`src/msas_pkg.sv`:
```
package msas_pkg;

  // register file size and the registers actually reachable by a 5-bit index
  localparam int NUM_REGS  = 32;
  localparam int REGS_USED = (NUM_REGS > 32) ? 32 : NUM_REGS;
  localparam logic [4:0] LAST_REG = 5'(REGS_USED - 1);

  localparam logic [31:0] FULL_WORD = 32'hffff_ffff;
  localparam logic [6:0]  WORD_BYTES = 7'd4;
  localparam logic [6:0]  IMM_ZERO_COUNT = 7'd32;

  // instruction kinds, bit 0 is the store flag and bit 1 the string flag
  typedef enum logic [1:0] {
    REQ_LMW  = 2'd0,
    REQ_STMW = 2'd1,
    REQ_LSW  = 2'd2,
    REQ_STSW = 2'd3
  } req_type_t;

  // controller to datapath
  typedef struct packed {
    logic load;
    logic step;
  } msas_cmd_t;

  // datapath to controller
  typedef struct packed {
    logic empty;
    logic last;
  } msas_sts_t;

  // start register reduced into the used register range
  function automatic logic [4:0] reg_wrap(input logic [4:0] r);
    logic [5:0] v;
    v = {1'b0, r};
    for (int i = 0; i < 4; i++) begin
      if (v >= 6'(REGS_USED)) begin
        v = v - 6'(REGS_USED);
      end
    end
    return v[4:0];
  endfunction

  // next register of a string run, wrapping around the register file
  function automatic logic [4:0] reg_next(input logic [4:0] r);
    logic [5:0] n;
    n = {1'b0, r} + 6'd1;
    return (n == 6'(REGS_USED)) ? 5'd0 : n[4:0];
  endfunction

  // keep mask for a partial final load of 1 to 3 bytes
  function automatic logic [31:0] tail_mask(input logic [1:0] rem);
    logic [31:0] m;
    case (rem)
      2'd1:    m = 32'hff00_0000;
      2'd2:    m = 32'hffff_0000;
      2'd3:    m = 32'hffff_ff00;
      default: m = FULL_WORD;
    endcase
    return m;
  endfunction

endpackage

```
`src/msas_in_if.sv`:
```
interface msas_in_if;
  logic        valid;
  logic        ready;
  logic [1:0]  req_type;
  logic [4:0]  start_reg;
  logic [31:0] base_addr;
  logic [6:0]  byte_count;
  logic        count_is_immediate;

  modport source (
    output valid, req_type, start_reg, base_addr, byte_count, count_is_immediate,
    input  ready
  );

  modport sink (
    input  valid, req_type, start_reg, base_addr, byte_count, count_is_immediate,
    output ready
  );
endinterface

```
`src/msas_out_if.sv`:
```
interface msas_out_if;
  logic        valid;
  logic        ready;
  logic [31:0] access_addr;
  logic [4:0]  reg_index;
  logic        is_store;
  logic        is_byte;
  logic [1:0]  byte_lane;
  logic [31:0] keep_mask;
  logic        last;

  modport source (
    output valid, access_addr, reg_index, is_store, is_byte, byte_lane, keep_mask, last,
    input  ready
  );

  modport sink (
    input  valid, access_addr, reg_index, is_store, is_byte, byte_lane, keep_mask, last,
    output ready
  );
endinterface

```
`src/msas_datapath.sv`:
```
module msas_datapath (
  input  logic               clk,
  input  msas_pkg::msas_cmd_t cmd,
  output msas_pkg::msas_sts_t sts,
  input  logic [1:0]         req_type,
  input  logic [4:0]         start_reg,
  input  logic [31:0]        base_addr,
  input  logic [6:0]         byte_count,
  input  logic               count_is_immediate,
  output logic [31:0]        access_addr,
  output logic [4:0]         reg_index,
  output logic               is_store,
  output logic               is_byte,
  output logic [1:0]         byte_lane,
  output logic [31:0]        keep_mask,
  output logic               last
);
  import msas_pkg::*;

  // run state
  logic [1:0]  type_r;
  logic [31:0] addr_r, addr_nxt;
  logic [4:0]  reg_r, reg_nxt;
  logic [6:0]  rem_r, rem_nxt;
  logic [1:0]  lane_r, lane_nxt;

  // output register
  logic [31:0] access_addr_r;
  logic [4:0]  reg_index_r;
  logic        is_store_r;
  logic        is_byte_r;
  logic [1:0]  byte_lane_r;
  logic [31:0] keep_mask_r;
  logic        last_r;

  // current access
  logic        cur_byte;
  logic [31:0] cur_mask;
  logic        cur_last;

  // effective byte count of the incoming transaction
  logic [6:0] in_count;
  logic       in_string;

  assign in_string = req_type[1];

  always_comb begin
    in_count = byte_count;
    if (count_is_immediate) begin
      in_count = (byte_count[4:0] == 5'd0) ? IMM_ZERO_COUNT : {2'b00, byte_count[4:0]};
    end
  end

  // empty runs: multiple form above the last register, or zero count from xer
  always_comb begin
    if (in_string) begin
      sts.empty = !count_is_immediate && (byte_count == 7'd0);
    end else begin
      sts.empty = {1'b0, start_reg} > 6'(REGS_USED - 1);
    end
  end

  // decode the access at the head of the run and its successor
  always_comb begin
    cur_byte = 1'b0;
    cur_mask = type_r[0] ? 32'd0 : FULL_WORD;
    cur_last = 1'b0;
    addr_nxt = addr_r + 32'd4;
    reg_nxt  = reg_r;
    rem_nxt  = rem_r;
    lane_nxt = 2'd0;
    if (!type_r[1]) begin
      cur_last = (reg_r == LAST_REG);
      reg_nxt  = reg_r + 5'd1;
    end else if (rem_r >= WORD_BYTES) begin
      cur_last = (rem_r == WORD_BYTES);
      rem_nxt  = rem_r - WORD_BYTES;
      reg_nxt  = reg_next(reg_r);
    end else if (!type_r[0]) begin
      cur_mask = tail_mask(rem_r[1:0]);
      cur_last = 1'b1;
    end else begin
      cur_byte = 1'b1;
      cur_last = ({5'd0, lane_r} + 7'd1 == rem_r);
      addr_nxt = addr_r + 32'd1;
      lane_nxt = lane_r + 2'd1;
    end
  end

  assign sts.last = cur_last;

  // run registers
  always_ff @(posedge clk) begin
    if (cmd.load) begin
      type_r <= req_type;
      addr_r <= base_addr;
      reg_r  <= in_string ? reg_wrap(start_reg) : start_reg;
      rem_r  <= in_count;
      lane_r <= 2'd0;
    end else if (cmd.step) begin
      addr_r <= addr_nxt;
      reg_r  <= reg_nxt;
      rem_r  <= rem_nxt;
      lane_r <= lane_nxt;
    end
  end

  // result register
  always_ff @(posedge clk) begin
    if (cmd.step) begin
      access_addr_r <= addr_r;
      reg_index_r   <= reg_r;
      is_store_r    <= type_r[0];
      is_byte_r     <= cur_byte;
      byte_lane_r   <= cur_byte ? lane_r : 2'd0;
      keep_mask_r   <= cur_mask;
      last_r        <= cur_last;
    end
  end

  assign access_addr = access_addr_r;
  assign reg_index   = reg_index_r;
  assign is_store    = is_store_r;
  assign is_byte     = is_byte_r;
  assign byte_lane   = byte_lane_r;
  assign keep_mask   = keep_mask_r;
  assign last        = last_r;

  // a byte store never runs past the tail bytes
  a_lane_in_tail: assert property (@(posedge clk)
    (cmd.step && cur_byte) |-> ({5'd0, lane_r} < rem_r))
    else $error("byte lane beyond tail count");

endmodule

```
`src/msas_ctrl.sv`:
```
module msas_ctrl (
  input  logic               clk,
  input  logic               rst_n,
  input  logic               in_valid,
  output logic               in_ready,
  output logic               out_valid,
  input  logic               out_ready,
  output msas_pkg::msas_cmd_t cmd,
  input  msas_pkg::msas_sts_t sts
);
  import msas_pkg::*;

  typedef enum logic {
    ST_IDLE,
    ST_RUN
  } state_t;

  state_t state_r, state_nxt;
  logic   out_valid_r, out_valid_nxt;
  logic   slot_free;

  // result register can take a new access
  assign slot_free = !out_valid_r || out_ready;

  assign in_ready = (state_r == ST_IDLE);
  assign cmd.load = in_valid && in_ready;
  assign cmd.step = (state_r == ST_RUN) && slot_free;

  // next state and result valid
  always_comb begin
    state_nxt = state_r;
    case (state_r)
      ST_IDLE: begin
        if (cmd.load && !sts.empty) begin
          state_nxt = ST_RUN;
        end
      end
      ST_RUN: begin
        if (cmd.step && sts.last) begin
          state_nxt = ST_IDLE;
        end
      end
      default: state_nxt = ST_IDLE;
    endcase
    if (cmd.step) begin
      out_valid_nxt = 1'b1;
    end else if (out_ready) begin
      out_valid_nxt = 1'b0;
    end else begin
      out_valid_nxt = out_valid_r;
    end
  end

  always_ff @(posedge clk) begin
    if (!rst_n) begin
      state_r     <= ST_IDLE;
      out_valid_r <= 1'b0;
    end else begin
      state_r     <= state_nxt;
      out_valid_r <= out_valid_nxt;
    end
  end

  assign out_valid = out_valid_r;

  // a pending result is never overwritten
  a_no_overwrite: assert property (@(posedge clk) disable iff (!rst_n)
    (out_valid_r && !out_ready) |-> !cmd.step)
    else $error("result overwritten while stalled");

  // an empty instruction leaves the sequencer idle
  a_empty_idle: assert property (@(posedge clk) disable iff (!rst_n)
    (cmd.load && sts.empty) |=> (state_r == ST_IDLE))
    else $error("empty instruction started a run");

  // a non-empty instruction starts a run
  a_run_start: assert property (@(posedge clk) disable iff (!rst_n)
    (cmd.load && !sts.empty) |=> (state_r == ST_RUN))
    else $error("instruction dropped");

  // a run only ends on its last access
  a_run_end: assert property (@(posedge clk) disable iff (!rst_n)
    ((state_r == ST_RUN) ##1 (state_r == ST_IDLE)) |-> $past(cmd.step && sts.last))
    else $error("run ended before last access");

endmodule

```
`src/multiple_and_string_access_sequencer.sv`:
```
// Load/store multiple and string access sequencer.
// in_ch carries one instruction per transaction: kind, start register,
// effective address and byte count. out_ch carries one memory access per
// transaction, the final one of an instruction flagged by last.
// Both channels use valid/ready; a transaction moves when both are high.
// An accepted instruction is first loaded into the run registers, and
// each step then moves one access into the output register. Accesses
// follow one per cycle while out_ch.ready stays high. An instruction
// has 1 to 34 accesses, or none (zero count from XER, or a multiple
// form starting above the last register); then no run is started.
// The rate is set by the single access generator, which steps, unless
// stalled, once per cycle through the run's address, register and tail
// byte counters. in_ch.ready is high while no run is in progress, even
// if the last access still waits in the output register.
// When out_ch.ready is low the output register holds its access and the
// generator stalls. Synchronous reset drops any run in progress and
// clears out_ch.valid; no clearing pass is needed.
module multiple_and_string_access_sequencer (
  input logic      clk,
  input logic      rst_n,
  msas_in_if.sink  in_ch,
  msas_out_if.source out_ch
);
  import msas_pkg::*;

  msas_cmd_t cmd;
  msas_sts_t sts;

  // sequencing control
  msas_ctrl u_ctrl (
    .clk       (clk),
    .rst_n     (rst_n),
    .in_valid  (in_ch.valid),
    .in_ready  (in_ch.ready),
    .out_valid (out_ch.valid),
    .out_ready (out_ch.ready),
    .cmd       (cmd),
    .sts       (sts)
  );

  // address, register and mask generation
  msas_datapath u_dp (
    .clk                (clk),
    .cmd                (cmd),
    .sts                (sts),
    .req_type           (in_ch.req_type),
    .start_reg          (in_ch.start_reg),
    .base_addr          (in_ch.base_addr),
    .byte_count         (in_ch.byte_count),
    .count_is_immediate (in_ch.count_is_immediate),
    .access_addr        (out_ch.access_addr),
    .reg_index          (out_ch.reg_index),
    .is_store           (out_ch.is_store),
    .is_byte            (out_ch.is_byte),
    .byte_lane          (out_ch.byte_lane),
    .keep_mask          (out_ch.keep_mask),
    .last               (out_ch.last)
  );

endmodule
```
`src/flat_wrapper.sv`:
```
// flat-port wrapper written by rule: the top's interface ports become plain ports
module multiple_and_string_access_sequencer_flat import msas_pkg::*;
  (clk, rst_n, in_ch_valid, in_ch_req_type, in_ch_start_reg, in_ch_base_addr, in_ch_byte_count, in_ch_count_is_immediate, in_ch_ready, out_ch_valid, out_ch_access_addr, out_ch_reg_index, out_ch_is_store, out_ch_is_byte, out_ch_byte_lane, out_ch_keep_mask, out_ch_last, out_ch_ready);
  msas_in_if in_ch_i ();
  msas_out_if out_ch_i ();
  input logic clk;
  input logic rst_n;
  input wire logic [$bits(in_ch_i.valid)-1:0] in_ch_valid;
  input wire logic [$bits(in_ch_i.req_type)-1:0] in_ch_req_type;
  input wire logic [$bits(in_ch_i.start_reg)-1:0] in_ch_start_reg;
  input wire logic [$bits(in_ch_i.base_addr)-1:0] in_ch_base_addr;
  input wire logic [$bits(in_ch_i.byte_count)-1:0] in_ch_byte_count;
  input wire logic [$bits(in_ch_i.count_is_immediate)-1:0] in_ch_count_is_immediate;
  output wire logic [$bits(in_ch_i.ready)-1:0] in_ch_ready;
  output wire logic [$bits(out_ch_i.valid)-1:0] out_ch_valid;
  output wire logic [$bits(out_ch_i.access_addr)-1:0] out_ch_access_addr;
  output wire logic [$bits(out_ch_i.reg_index)-1:0] out_ch_reg_index;
  output wire logic [$bits(out_ch_i.is_store)-1:0] out_ch_is_store;
  output wire logic [$bits(out_ch_i.is_byte)-1:0] out_ch_is_byte;
  output wire logic [$bits(out_ch_i.byte_lane)-1:0] out_ch_byte_lane;
  output wire logic [$bits(out_ch_i.keep_mask)-1:0] out_ch_keep_mask;
  output wire logic [$bits(out_ch_i.last)-1:0] out_ch_last;
  input wire logic [$bits(out_ch_i.ready)-1:0] out_ch_ready;
  assign in_ch_i.valid = in_ch_valid;
  assign in_ch_i.req_type = in_ch_req_type;
  assign in_ch_i.start_reg = in_ch_start_reg;
  assign in_ch_i.base_addr = in_ch_base_addr;
  assign in_ch_i.byte_count = in_ch_byte_count;
  assign in_ch_i.count_is_immediate = in_ch_count_is_immediate;
  assign in_ch_ready = in_ch_i.ready;
  assign out_ch_valid = out_ch_i.valid;
  assign out_ch_access_addr = out_ch_i.access_addr;
  assign out_ch_reg_index = out_ch_i.reg_index;
  assign out_ch_is_store = out_ch_i.is_store;
  assign out_ch_is_byte = out_ch_i.is_byte;
  assign out_ch_byte_lane = out_ch_i.byte_lane;
  assign out_ch_keep_mask = out_ch_i.keep_mask;
  assign out_ch_last = out_ch_i.last;
  assign out_ch_i.ready = out_ch_ready;
  multiple_and_string_access_sequencer u_core (.clk(clk), .rst_n(rst_n), .in_ch(in_ch_i), .out_ch(out_ch_i));
endmodule
```
`config.mk`:
```
export PLATFORM = sky130hd
export DESIGN_NAME = multiple_and_string_access_sequencer_flat
export DESIGN_NICKNAME = d
export VERILOG_FILES = /design/src/msas_pkg.sv /design/src/msas_in_if.sv /design/src/msas_out_if.sv /design/src/msas_datapath.sv /design/src/msas_ctrl.sv /design/src/multiple_and_string_access_sequencer.sv /design/src/flat_wrapper.sv
export SDC_FILE = /design/constraint.sdc
export NUM_CORES = 1
export LEC_CHECK = 0
export ABC_AREA = 1
export BUFFER_PORTS_ARGS = -buffer_cell sky130_fd_sc_hd__buf_2
export CAP_MARGIN = 20
export CORE_MARGIN = 1
export CORE_UTILIZATION = 49
export CTS_CLUSTER_DIAMETER = 50
export DETAILED_ROUTE_END_ITERATION = 6
export GPL_ROUTABILITY_DRIVEN = 0
export MAX_ROUTING_LAYER = met4
export PLACE_DENSITY = 0.74
export SLEW_MARGIN = 30
export SYNTH_ARGS = -nofsm -noshare
export SYNTH_HDL_FRONTEND = slang
export SYNTH_SLANG_ARGS = --single-unit
```
`constraint.sdc`:
```
create_clock -name clk -period 2.3 [get_ports clk]
set_input_delay 0.345 -clock clk [delete_from_list [all_inputs] [get_ports clk]]
set_output_delay 0.345 -clock clk [all_outputs]
set_load 0.05 [all_outputs]
```
==> metrics.md, run 1 <==
| Metric | Value |
|---|---|
| Post-route ant nets | `0` |
| Worst-path clk slew | `0.09 ns` |
| CTS Sinks | `96` |
| Worst r2r src | `u_core.u_dp.rem_r[0]` |
| Total congestion overflow | `0` |
| GRT Util Overall | `23.2%` |
| Final instance area | `6230 sq um` |
| Outcome | `completed` |
| Synth async-reset ratio | `0%` |
| Critical-path maximum fanout | `18` |
| Reg power frac | `49.8%` |
| PwrDens | `761 nW/um^2` |
| CP endpoint kind | `register` |
| First-pass GRT wire length | `19.9 mm` |
| Fin crit period | `2.13 ns` |
| NetSw | `1540 uW` |
| Syn_area_per_cell | `8.75 sq um` |
| H-Tree Level Count | `3` |
| Vias per Instance | `5.18` |
| CTS Hold Bufs | `0` |
| Placed Area | `5990 sq um` |
| Synth unique cells | `37` |
| Mapped Nets | `678` |
| Cell Area, Synth | `5390 sq um` |
| Post-synth top cells | `199 x nand2_1, 92 x edfxtp_1, 73 x inv_1` |
| DR WL met2 | `5.80 mm` |
| Fraction of layout cells with a size suffix above 1 | `23.6%` |
| Area contributors post-synth | `edfxtp_1 51%, nand2_1 14%, nand3_1 5.9%, inv_1 5.1%, buf_4 3.9%` |
| Final nets | `785` |
| # rows | `37` |
| Combinational power share | `22.7%` |
| Internal power | `3190 uW` |
| Period utilisation layout | `92.7%` |
| Max_cap viols | `0` |
| Register area share after synthesis | `52.7%` |
| Clock Skews | `0.00830 ns` |
| Number of diodes | `0` |
| Largest net degree at the start of global routing | `33` |
| Least-Margin Pin Slew | `0.534 ns` |
| Fin worst setup slack | `0.168 ns` |
| Inserted Clock Buffers | `9` |
| F_max | `469 MHz` |
| Dominant cell type by area after synthesis | `edfxtp_1` |
| EDFF count, synth | `92` |
| Placement Setup Slack | `0.209 ns` |
| Fin. Hold Viols | `0` |
| R2r setup slk | `0.17 ns` |
| Ys flop type | `edfxtp_1` |
| IO buf count | `126` |
| Highest routed layer | `met4` |
| Final wirelength | `12.4 mm` |
| Power share of the clock group | `27.5%` |
| Post-CTS Setup Bufs | `0` |
| DIE WIDTH | `107 um` |
| Yosys reg bits | `96` |
| Pleak | `0.00287 uW` |
| Count leader, synth | `nand2_1` |
| Area of the core | `10500 sq um` |
| Post-route setup TNS | `0 ns` |
| Setup crit start | `u_core.u_dp.rem_r[0]` |
| Synth warn | `0` |
| Initial core utilization | `51.3%` |
| M1 WL | `5.44 mm` |
| Final Slew Violations | `0` |
| Die Y | `107 um` |
| Maximum vdd drop | `0.313 mV` |
| 1st-pass router iterations | `6` |
| Final setup violation count | `0` |
| Number of global-route vias before repair | `4197` |
| R2R depth | `9` |
| Arrival time worst endpoint | `2.27 ns` |
| CTS tree | `yes` |
| CP Capture Point | `u_core.u_dp.addr_r[13]` |
| Metal3 WL | `855 um` |
| Relative slew slack | `64.2%` |
| Setup CP Type | `register to register` |
| Wirelength per Cell | `14.3 um` |
| DIE AREA | `11400 sq um` |
| Hpwl dp | `9.20 mm` |
| RSZ-0062 raised after global routing | `false` |
| Vias | `4476` |
| Synth Instances | `616` |
| Root Driver | `clkbuf_8` |
| Net Sw Frac | `32.6%` |
| CP Launch Type | `register` |
| Req. time, crit path | `2.43 ns` |
| Clock Latency Late Sink | `0.37 ns` |
| Worst reg2reg endpoint | `u_core.u_dp.addr_r[13]` |
| Initial antenna violation count | `0` |
| Initial DRC Count | `347` |
| IO Count | `127` |
| Cts repair resizes | `0` |
| DRC | `0` |
| HP Class | `input port to register` |
| Clock Path Buffers | `2` |
| Area growth syn-to-layout | `15.5%` |
| Top cell type's share of synthesized area | `51.3%` |
| Total power draw | `4740 uW` |
## cell type report
class	count	area, sq um
Fill cell	917	4280
Sequential cell	96	2840
Multi-Input combinational cell	407	2000
Timing Repair Buffer	135	698
Inverter	74	282
Tap cell	136	170
Clock buffer	10	128
Clock inverter	6	108
## sequential cells by signal, indices dropped and copies added (netlist names), 2 cells and up
signal / cells
u_core.u_dp.access_addr: 32
u_core.u_dp.reg_r: 5
u_core.u_dp.keep_mask: 4
u_core.u_dp.rem_r: 7
u_core.u_dp.byte_lane: 2
u_core.u_dp.type_r: 2
u_core.u_dp.reg_index: 5
u_core.u_dp.addr_r: 32
u_core.u_dp.lane_r: 2
## cell families after synthesis
| logic type | Yosys count | synth area share [%] |
|---|---|---|
| simple gates | 344 | 28.6 |
| buf+inv | 113 | 10.2 |
| compound gates | 44 | 4.62 |
| fa+ha+maj | 11 | 2.55 |
| xor+xnor | 8 | 1.30 |
| flops | 96 | 52.7 |
## routing by layer
| metal | vias up | global-route usage, % |
|---|---|---|
| met2 | 183 | 37.2 |
| met1 | 2050 | 30.4 |
| met3 | 30 | 3.40 |
| met5 | - | - |
| met4 | 0 | 7.93 |
| li1 | 2213 | - |
## per-stage QoR
step / instances / hold slack, ns / utilization [%]
CTS: 864 / 0.149 / 59.3
detailed placement: 848 / 0.433 / 57.0
floorplan: 616 / 0.426 / -
finish: 864 / 0.151 / 59.3
global placement: 848 / 0.440 / 57.0
global route: 864 / 0.143 / 59.3
## worst min-delay path by stage
stage / from / endpoint / depth (start not counted)
5_1_grt: in_ch_req_type[0] / u_core.u_dp.type_r[0] / 1
4_1_cts: in_ch_req_type[0] / u_core.u_dp.type_r[0] / 1
2_1_floorplan: u_core.u_dp.reg_r[3] / u_core.u_dp.reg_index[3] / 0
6_report: in_ch_req_type[0] / u_core.u_dp.type_r[0] / 1
3_3_place_gp: u_core.u_dp.reg_r[3] / u_core.u_dp.reg_index[3] / 0
3_5_place_dp: u_core.u_dp.reg_r[3] / u_core.u_dp.reg_index[3] / 0
## power groups by stage
stage	clock [uW]	sequential, uW	combinational [uW]
6_report	1300	2360	1070
5_1_grt	1380	2390	1170
4_1_cts	1320	2360	1070
3_5_place_dp	0	2400	1070
3_3_place_gp	0	2380	1040
2_1_floorplan	0	2580	610
## critical path: stages (launching register included)
cell and delay [ns]:
edfxtp_1 0.40, inv_1 0.09, ha_1 0.20, nand2_1 0.19, nand3_4 0.16, nor2_8 0.32
nand2_1 0.19, a21o_1 0.21, nand3_1 0.06, nand2_1 0.05
## layout by cell type, fill, tap and decap left out, drive strengths merged, types with 2 or more instances in the layout
cell type,synthesis,layout
a21oi,10,10
buf,34,135
bufinv,0,3
clkbuf,5,10
clkinv,0,3
dfxtp,4,4
edfxtp,92,92
ha,11,11
inv,74,73
nand2,207,207
nand3,65,65
nand3b,3,3
nand4,8,8
nor2,43,43
nor3,13,13
o21ai,28,28
o22ai,2,2
or2,4,4
xnor2,2,2
xor2,6,6
Power figures use the tool's default switching activity.
==> run 2: changes to the inputs <==
--- a/config.mk
+++ b/config.mk
@@ -15,6 +15,7 @@
 export GPL_ROUTABILITY_DRIVEN = 0
 export MAX_ROUTING_LAYER = met4
 export PLACE_DENSITY = 0.74
+export RECOVER_POWER = 100
 export SLEW_MARGIN = 30
 export SYNTH_ARGS = -nofsm -noshare
 export SYNTH_HDL_FRONTEND = slang
==> run 2 against run 1 <==
Against the previous run:
- count of clock-buffer cells in the layout stayed put
- first-iteration DRC count is 13% lower
- sequential share of layout area increased by 1.0 points
- power down 0.66%
- worst setup slack better by 0.031 ns
- sequential power barely moved
- maximum frequency rose by 1.5%
- cell area down 2.2%
- clock power about the same
- register-to-register slack better by 0.03 ns
- routed wire length grew 0.16%
- critical path type unchanged
- largest power group unchanged
==> metrics.md, run 2 (synthesized netlist as in run 1, its figures left out) <==
| Metric | Value |
|---|---|
| Placed Area | `5990 sq um` |
| Fraction of layout cells with a size suffix above 1 | `12.2%` |
| Area of the core | `10500 sq um` |
| H-Tree Level Count | `3` |
| Setup CP Type | `register to register` |
| Worst r2r src | `u_core.u_dp.rem_r[0]` |
| PwrDens | `772 nW/um^2` |
| Final instance area | `6090 sq um` |
| Worst reg2reg endpoint | `u_core.u_dp.addr_r[13]` |
| Net Sw Frac | `32.9%` |
| Most frequent cells in the layout | `200 x nand2_1, 92 x edfxtp_1, 81 x clkbuf_1` |
| Period utilisation layout | `91.3%` |
| DRC | `0` |
| IO Count | `127` |
| Final cell count without fillers | `864` |
| 1st-pass router iterations | `6` |
| Min Hold Slack | `0.152 ns` |
| # rows | `37` |
| Post-route ant nets | `0` |
| Clock Latency Late Sink | `0.37 ns` |
| Total congestion overflow | `0` |
| CTS Sinks | `96` |
| Commonest non-fill, non-tap cell in the layout | `nand2_1` |
| HP Class | `input port to register` |
| Initial DRC Count | `302` |
| CP Capture Point | `u_core.u_dp.addr_r[13]` |
| Setup crit start | `u_core.u_dp.rem_r[0]` |
| Number of global-route vias before repair | `4197` |
| IO buf count | `126` |
| Initial antenna violation count | `0` |
| Fin. Hold Viols | `0` |
| F_max | `476 MHz` |
| Die Y | `107 um` |
| Cts repair resizes | `0` |
| CTS Hold Bufs | `0` |
| Root Driver | `clkbuf_8` |
| Post-route setup TNS | `0 ns` |
| Pleak | `0.00264 uW` |
| Fin crit period | `2.10 ns` |
| Reg power frac | `50.3%` |
| Largest stage delay, worst path | `0.40 ns` |
| Worst path slowest cell | `edfxtp_1` |
| Wirelength per Cell | `14.3 um` |
| Inserted Clock Buffers | `9` |
| Hpwl dp | `9.20 mm` |
| Outcome | `completed` |
| Area growth syn-to-layout | `13.0%` |
| Vias | `4488` |
| Largest net degree at the start of global routing | `33` |
| First-pass GRT wire length | `19.9 mm` |
| CP endpoint kind | `register` |
| NetSw | `1550 uW` |
| Critical-path maximum fanout | `18` |
| Final wirelength | `12.4 mm` |
| Placed instance count | `848` |
| Clock Path Buffers | `2` |
| Final setup violation count | `0` |
| RSZ-0062 raised after global routing | `false` |
| Relative slew slack | `34.7%` |
| CP Launch Type | `register` |
| Final Slew Violations | `0` |
| Most used cell along the critical path | `nand2_1` |
| Req. time, crit path | `2.43 ns` |
| Cell Chain, Critical Path | `inv_1 > ha_1 > nand2_1 > nand3_4 > nor2_8 > nand2_1 > a21o_1 > nand3_1 > nand2_1` |
| Post-CTS Setup Bufs | `0` |
| Combinational power share | `22.0%` |
| Number of diodes | `0` |
| Least-Margin Pin Slew | `0.980 ns` |
| DIE WIDTH | `107 um` |
| GRT Util Overall | `23.2%` |
| Clock Skews | `0.00977 ns` |
| R2r setup slk | `0.20 ns` |
| Power share of the clock group | `27.7%` |
| Final nets | `785` |
| Max_cap viols | `0` |
| Internal power | `3160 uW` |
| CTS tree | `yes` |
| Initial core utilization | `51.3%` |
| Fillers | `983` |
| Arrival time worst endpoint | `2.23 ns` |
| R2R depth | `9` |
| Maximum vdd drop | `0.310 mV` |
| Vias per Instance | `5.19` |
| Core Util, Final | `58.0%` |
| Worst-path clk slew | `0.09 ns` |
| DIE AREA | `11400 sq um` |
==> run 2: changes by cell type in the layout (fill, tap and decap cells not counted) <==
cell	previous run	this run
buf_2	126	49
clkinvlp_4	1	0
o21ai_1	7	4
nand2_4	4	2
o21ai_0	19	22
inv_2	1	0
clkbuf_2	0	4
nand2_1	198	200
clkbuf_1	1	81
buf_4	9	2
inv_1	72	73
clkinvlp_2	0	1
==> run 2: layer usage <==
layer / track usage (%) / vias up / part of all wire, %
met5: - / - / 0
met4: 7.93 / 0 / 2.1
met3: 3.40 / 27 / 7.3
met2: 37.2 / 194 / 47
met1: 30.4 / 2058 / 44
li1: - / 2209 / -
==> run 2: how the worst min path moves through the flow <==
| stage | start | to | depth (start not counted) |
|---|---|---|---|
| 2_1_floorplan | u_core.u_dp.reg_r[3] | u_core.u_dp.reg_index[3] | 0 |
| 3_3_place_gp | u_core.u_dp.reg_r[3] | u_core.u_dp.reg_index[3] | 0 |
| 3_5_place_dp | u_core.u_dp.reg_r[3] | u_core.u_dp.reg_index[3] | 0 |
| 4_1_cts | in_ch_req_type[0] | u_core.u_dp.type_r[0] | 1 |
| 5_1_grt | in_ch_req_type[0] | u_core.u_dp.type_r[0] | 1 |
| 6_report | in_ch_req_type[0] | u_core.u_dp.type_r[0] | 1 |
==> run 2: area by class of cell <==
| cell class | instances | area (sq um) | share of cell area [%] |
|---|---|---|---|
| multi-input combinational | 407 | 1980 | 32.6 |
| sequential | 96 | 2840 | 46.7 |
| inverter | 74 | 279 | 4.58 |
| clock buffer | 10 | 128 | 2.09 |
| timing repair buffer | 135 | 581 | 9.53 |
| tap | 136 | 170 | 2.79 |
| clock inverter | 6 | 108 | 1.77 |
==> run 2: power by group through the flow <==
stage / combinational [uW] / sequential [uW] / clock (uW)
global placement: 1040 / 2380 / 0
finish: 1040 / 2370 / 1300
floorplan: 610 / 2580 / 0
CTS: 1070 / 2360 / 1320
global route: 1130 / 2390 / 1380
detailed placement: 1070 / 2400 / 0
==> run 2: critical path: cells and delay by family, from the launching register on <==
family	cells	cell delay, ns
simple gates	6	0.94
fa+ha+maj	1	0.20
buf+inv	1	0.09
flops	1	0.40
compound gates	1	0.21
==> run 2: through the flow <==
stage,setup slack (ns),power (uW)
2_1_floorplan,0.0709,3190
3_3_place_gp,0.275,3430
3_5_place_dp,0.209,3460
4_1_cts,0.191,4750
5_1_grt,0.0393,4900
6_report,0.199,4710
==> run 3: changes to the inputs <==
--- a/config.mk
+++ b/config.mk
@@ -8,11 +8,12 @@
 export ABC_AREA = 1
 export BUFFER_PORTS_ARGS = -buffer_cell sky130_fd_sc_hd__buf_2
 export CAP_MARGIN = 20
-export CORE_MARGIN = 1
+export CORE_MARGIN = 2
 export CORE_UTILIZATION = 49
 export CTS_CLUSTER_DIAMETER = 50
 export DETAILED_ROUTE_END_ITERATION = 6
 export GPL_ROUTABILITY_DRIVEN = 0
+export HOLD_SLACK_MARGIN = 0.15
 export MAX_ROUTING_LAYER = met4
 export PLACE_DENSITY = 0.74
 export RECOVER_POWER = 100
==> run 3 against run 2 <==
Against the previous run:
- register-to-register slack gained 0.03 ns
- highest routed layer unchanged
- global-route usage decreased by 2.0 points
- via count fell by 2.5%
- sequential power is essentially flat
- worst setup slack improved by 0.029 ns
- clock power shrank 15%
- first-iteration DRC count grew 50%
- combinational power barely moved
- maximum frequency up 1.4%
- routed wire length shrank 3.8%
- cell area shrank 0.39%
- power fell by 4.3%
==> metrics.md, run 3 (synthesized netlist as in run 1, its figures left out) <==
| Metric | Value |
|---|---|
| Final Slew Violations | `0` |
| Area of the core | `10800 sq um` |
| Initial core utilization | `49.9%` |
| Worst-path clk slew | `0.08 ns` |
| Pleak | `0.00263 uW` |
| Period utilisation layout | `90.1%` |
| HP Class | `input port to register` |
| Commonest non-fill, non-tap cell in the layout | `nand2_1` |
| Die Y | `109 um` |
| DIE AREA | `11900 sq um` |
| Critical-path maximum fanout | `18` |
| Total congestion overflow | `0` |
| Fin crit period | `2.07 ns` |
| CP endpoint kind | `register` |
| Setup CP Type | `register to register` |
| CP Launch Type | `register` |
| Largest net degree at the start of global routing | `34` |
| Arrival time worst endpoint | `2.19 ns` |
| PwrDens | `742 nW/um^2` |
| Least-Margin Pin Slew | `0.869 ns` |
| Post-route ant nets | `0` |
| Initial antenna violation count | `0` |
| CTS Sinks | `96` |
| Root Driver | `clkbuf_8` |
| Most frequent cells in the layout | `203 x nand2_1, 92 x edfxtp_1, 82 x clkbuf_1` |
| First-pass GRT wire length | `18.8 mm` |
| Req. time, crit path | `2.42 ns` |
| Final nets | `786` |
| Wirelength per Cell | `13.7 um` |
| 1st-pass router iterations | `5` |
| Clock Latency Late Sink | `0.37 ns` |
| Number of global-route vias before repair | `3981` |
| Fraction of layout cells with a size suffix above 1 | `11.8%` |
| Relative slew slack | `42.1%` |
| # rows | `38` |
| Hpwl dp | `9.07 mm` |
| CTS tree | `yes` |
| Clock Path Buffers | `2` |
| DRC | `0` |
| Fin. Hold Viols | `0` |
| RSZ-0062 raised after global routing | `false` |
| Final setup violation count | `0` |
| GRT Util Overall | `21.2%` |
| F_max | `483 MHz` |
| Placed Area | `6000 sq um` |
| DIE WIDTH | `109 um` |
| Maximum vdd drop | `0.322 mV` |
| Outcome | `completed` |
| Number of diodes | `0` |
| Area growth syn-to-layout | `12.6%` |
| Vias per Instance | `5.03` |
| Max_cap viols | `0` |
| Final wirelength | `11.9 mm` |
| IO Count | `127` |
| H-Tree Level Count | `3` |
| Initial DRC Count | `454` |
| Post-route setup TNS | `0 ns` |
| Vias | `4374` |
| Final instance area | `6070 sq um` |
| Inserted Clock Buffers | `9` |
| IO buf count | `126` |
| Clock Skews | `0.0102 ns` |
## run 3: cell types whose count changed in the layout (fill, tap and decap cells not counted), sizes merged
cell	previous run	this run
bufinv	3	1
clkinvlp	1	2
clkinv	3	1
clkbuf	94	96
buf	51	52
dlygate4sd3	0	1
## run 3: what timing repair did
action | 4_1_cts | 5_1_grt
gates resized for setup | 0 | 0
endpoints found under the hold margin | 1 | 0
setup buffers | 0 | 0
hold buffers | 1 | 0
## run 3: through the flow
stage,setup WS (ns),util (%),hold slack [ns],instances,total power [uW]
final,0.228,56.2,0.200,869,4500
after global placement,0.284,55.6,0.438,852,3430
after floorplan,0.0709,-,0.426,616,3190
after CTS,0.184,57.5,0.166,869,4570
after global routing,0.0848,56.2,0.203,869,4730
after detailed placement,0.205,55.6,0.447,852,3460
## run 3: cell type report
cell class | count | area, sq um
fill | 1027 | 4720
sequential | 96 | 2840
tap | 140 | 175
clock buffer | 13 | 159
clock inverter | 3 | 42.5
multi-input combinational | 407 | 1980
inverter | 74 | 279
timing repair buffer | 136 | 593
## run 3: final timing paths
| check | cells past startpoint | slack (ns) | startpoint | end |
|---|---|---|---|---|
| setup / recovery | 8 | 0.23 | u_core.u_dp.rem_r[2] | u_core.u_dp.addr_r[13] |
| hold / removal | 1 | 0.20 | in_ch_req_type[1] | u_core.u_dp.type_r[1] |
| setup reg to reg | 8 | 0.23 | u_core.u_dp.rem_r[2] | u_core.u_dp.addr_r[13] |
| hold reg to reg | 0 | 0.47 | u_core.u_dp.reg_r[3] | u_core.u_dp.reg_index[3] |
## run 3: worst max-delay path: stages, from the launching register on
cell      delay (ns)
edfxtp_1        0.45
ha_1            0.24
nand2_1         0.20
nand3_4         0.17
nor2_8          0.27
nand2_1         0.16
a21o_1          0.21
nand3_1         0.07
nand2_1         0.06
## run 3: power by group
group | internal (uW) | total, uW | switching [uW] | leakage, uW
logic | 249 | 1030 | 776 | 0.00160
registers | 2190 | 2370 | 179 | 0.000924
clock network | 561 | 1110 | 548 | 0.0000996
## run 3: layer usage
layer	share of wire, %	vias to the layer above	wire (um)	track usage [%]
li1	-	2216	-	-
met1	46	1996	5460	29.2
met2	47	145	5540	32.2
met3	6.0	17	711	2.45
met4	1.6	0	187	8.42
met5	0	-	0	-
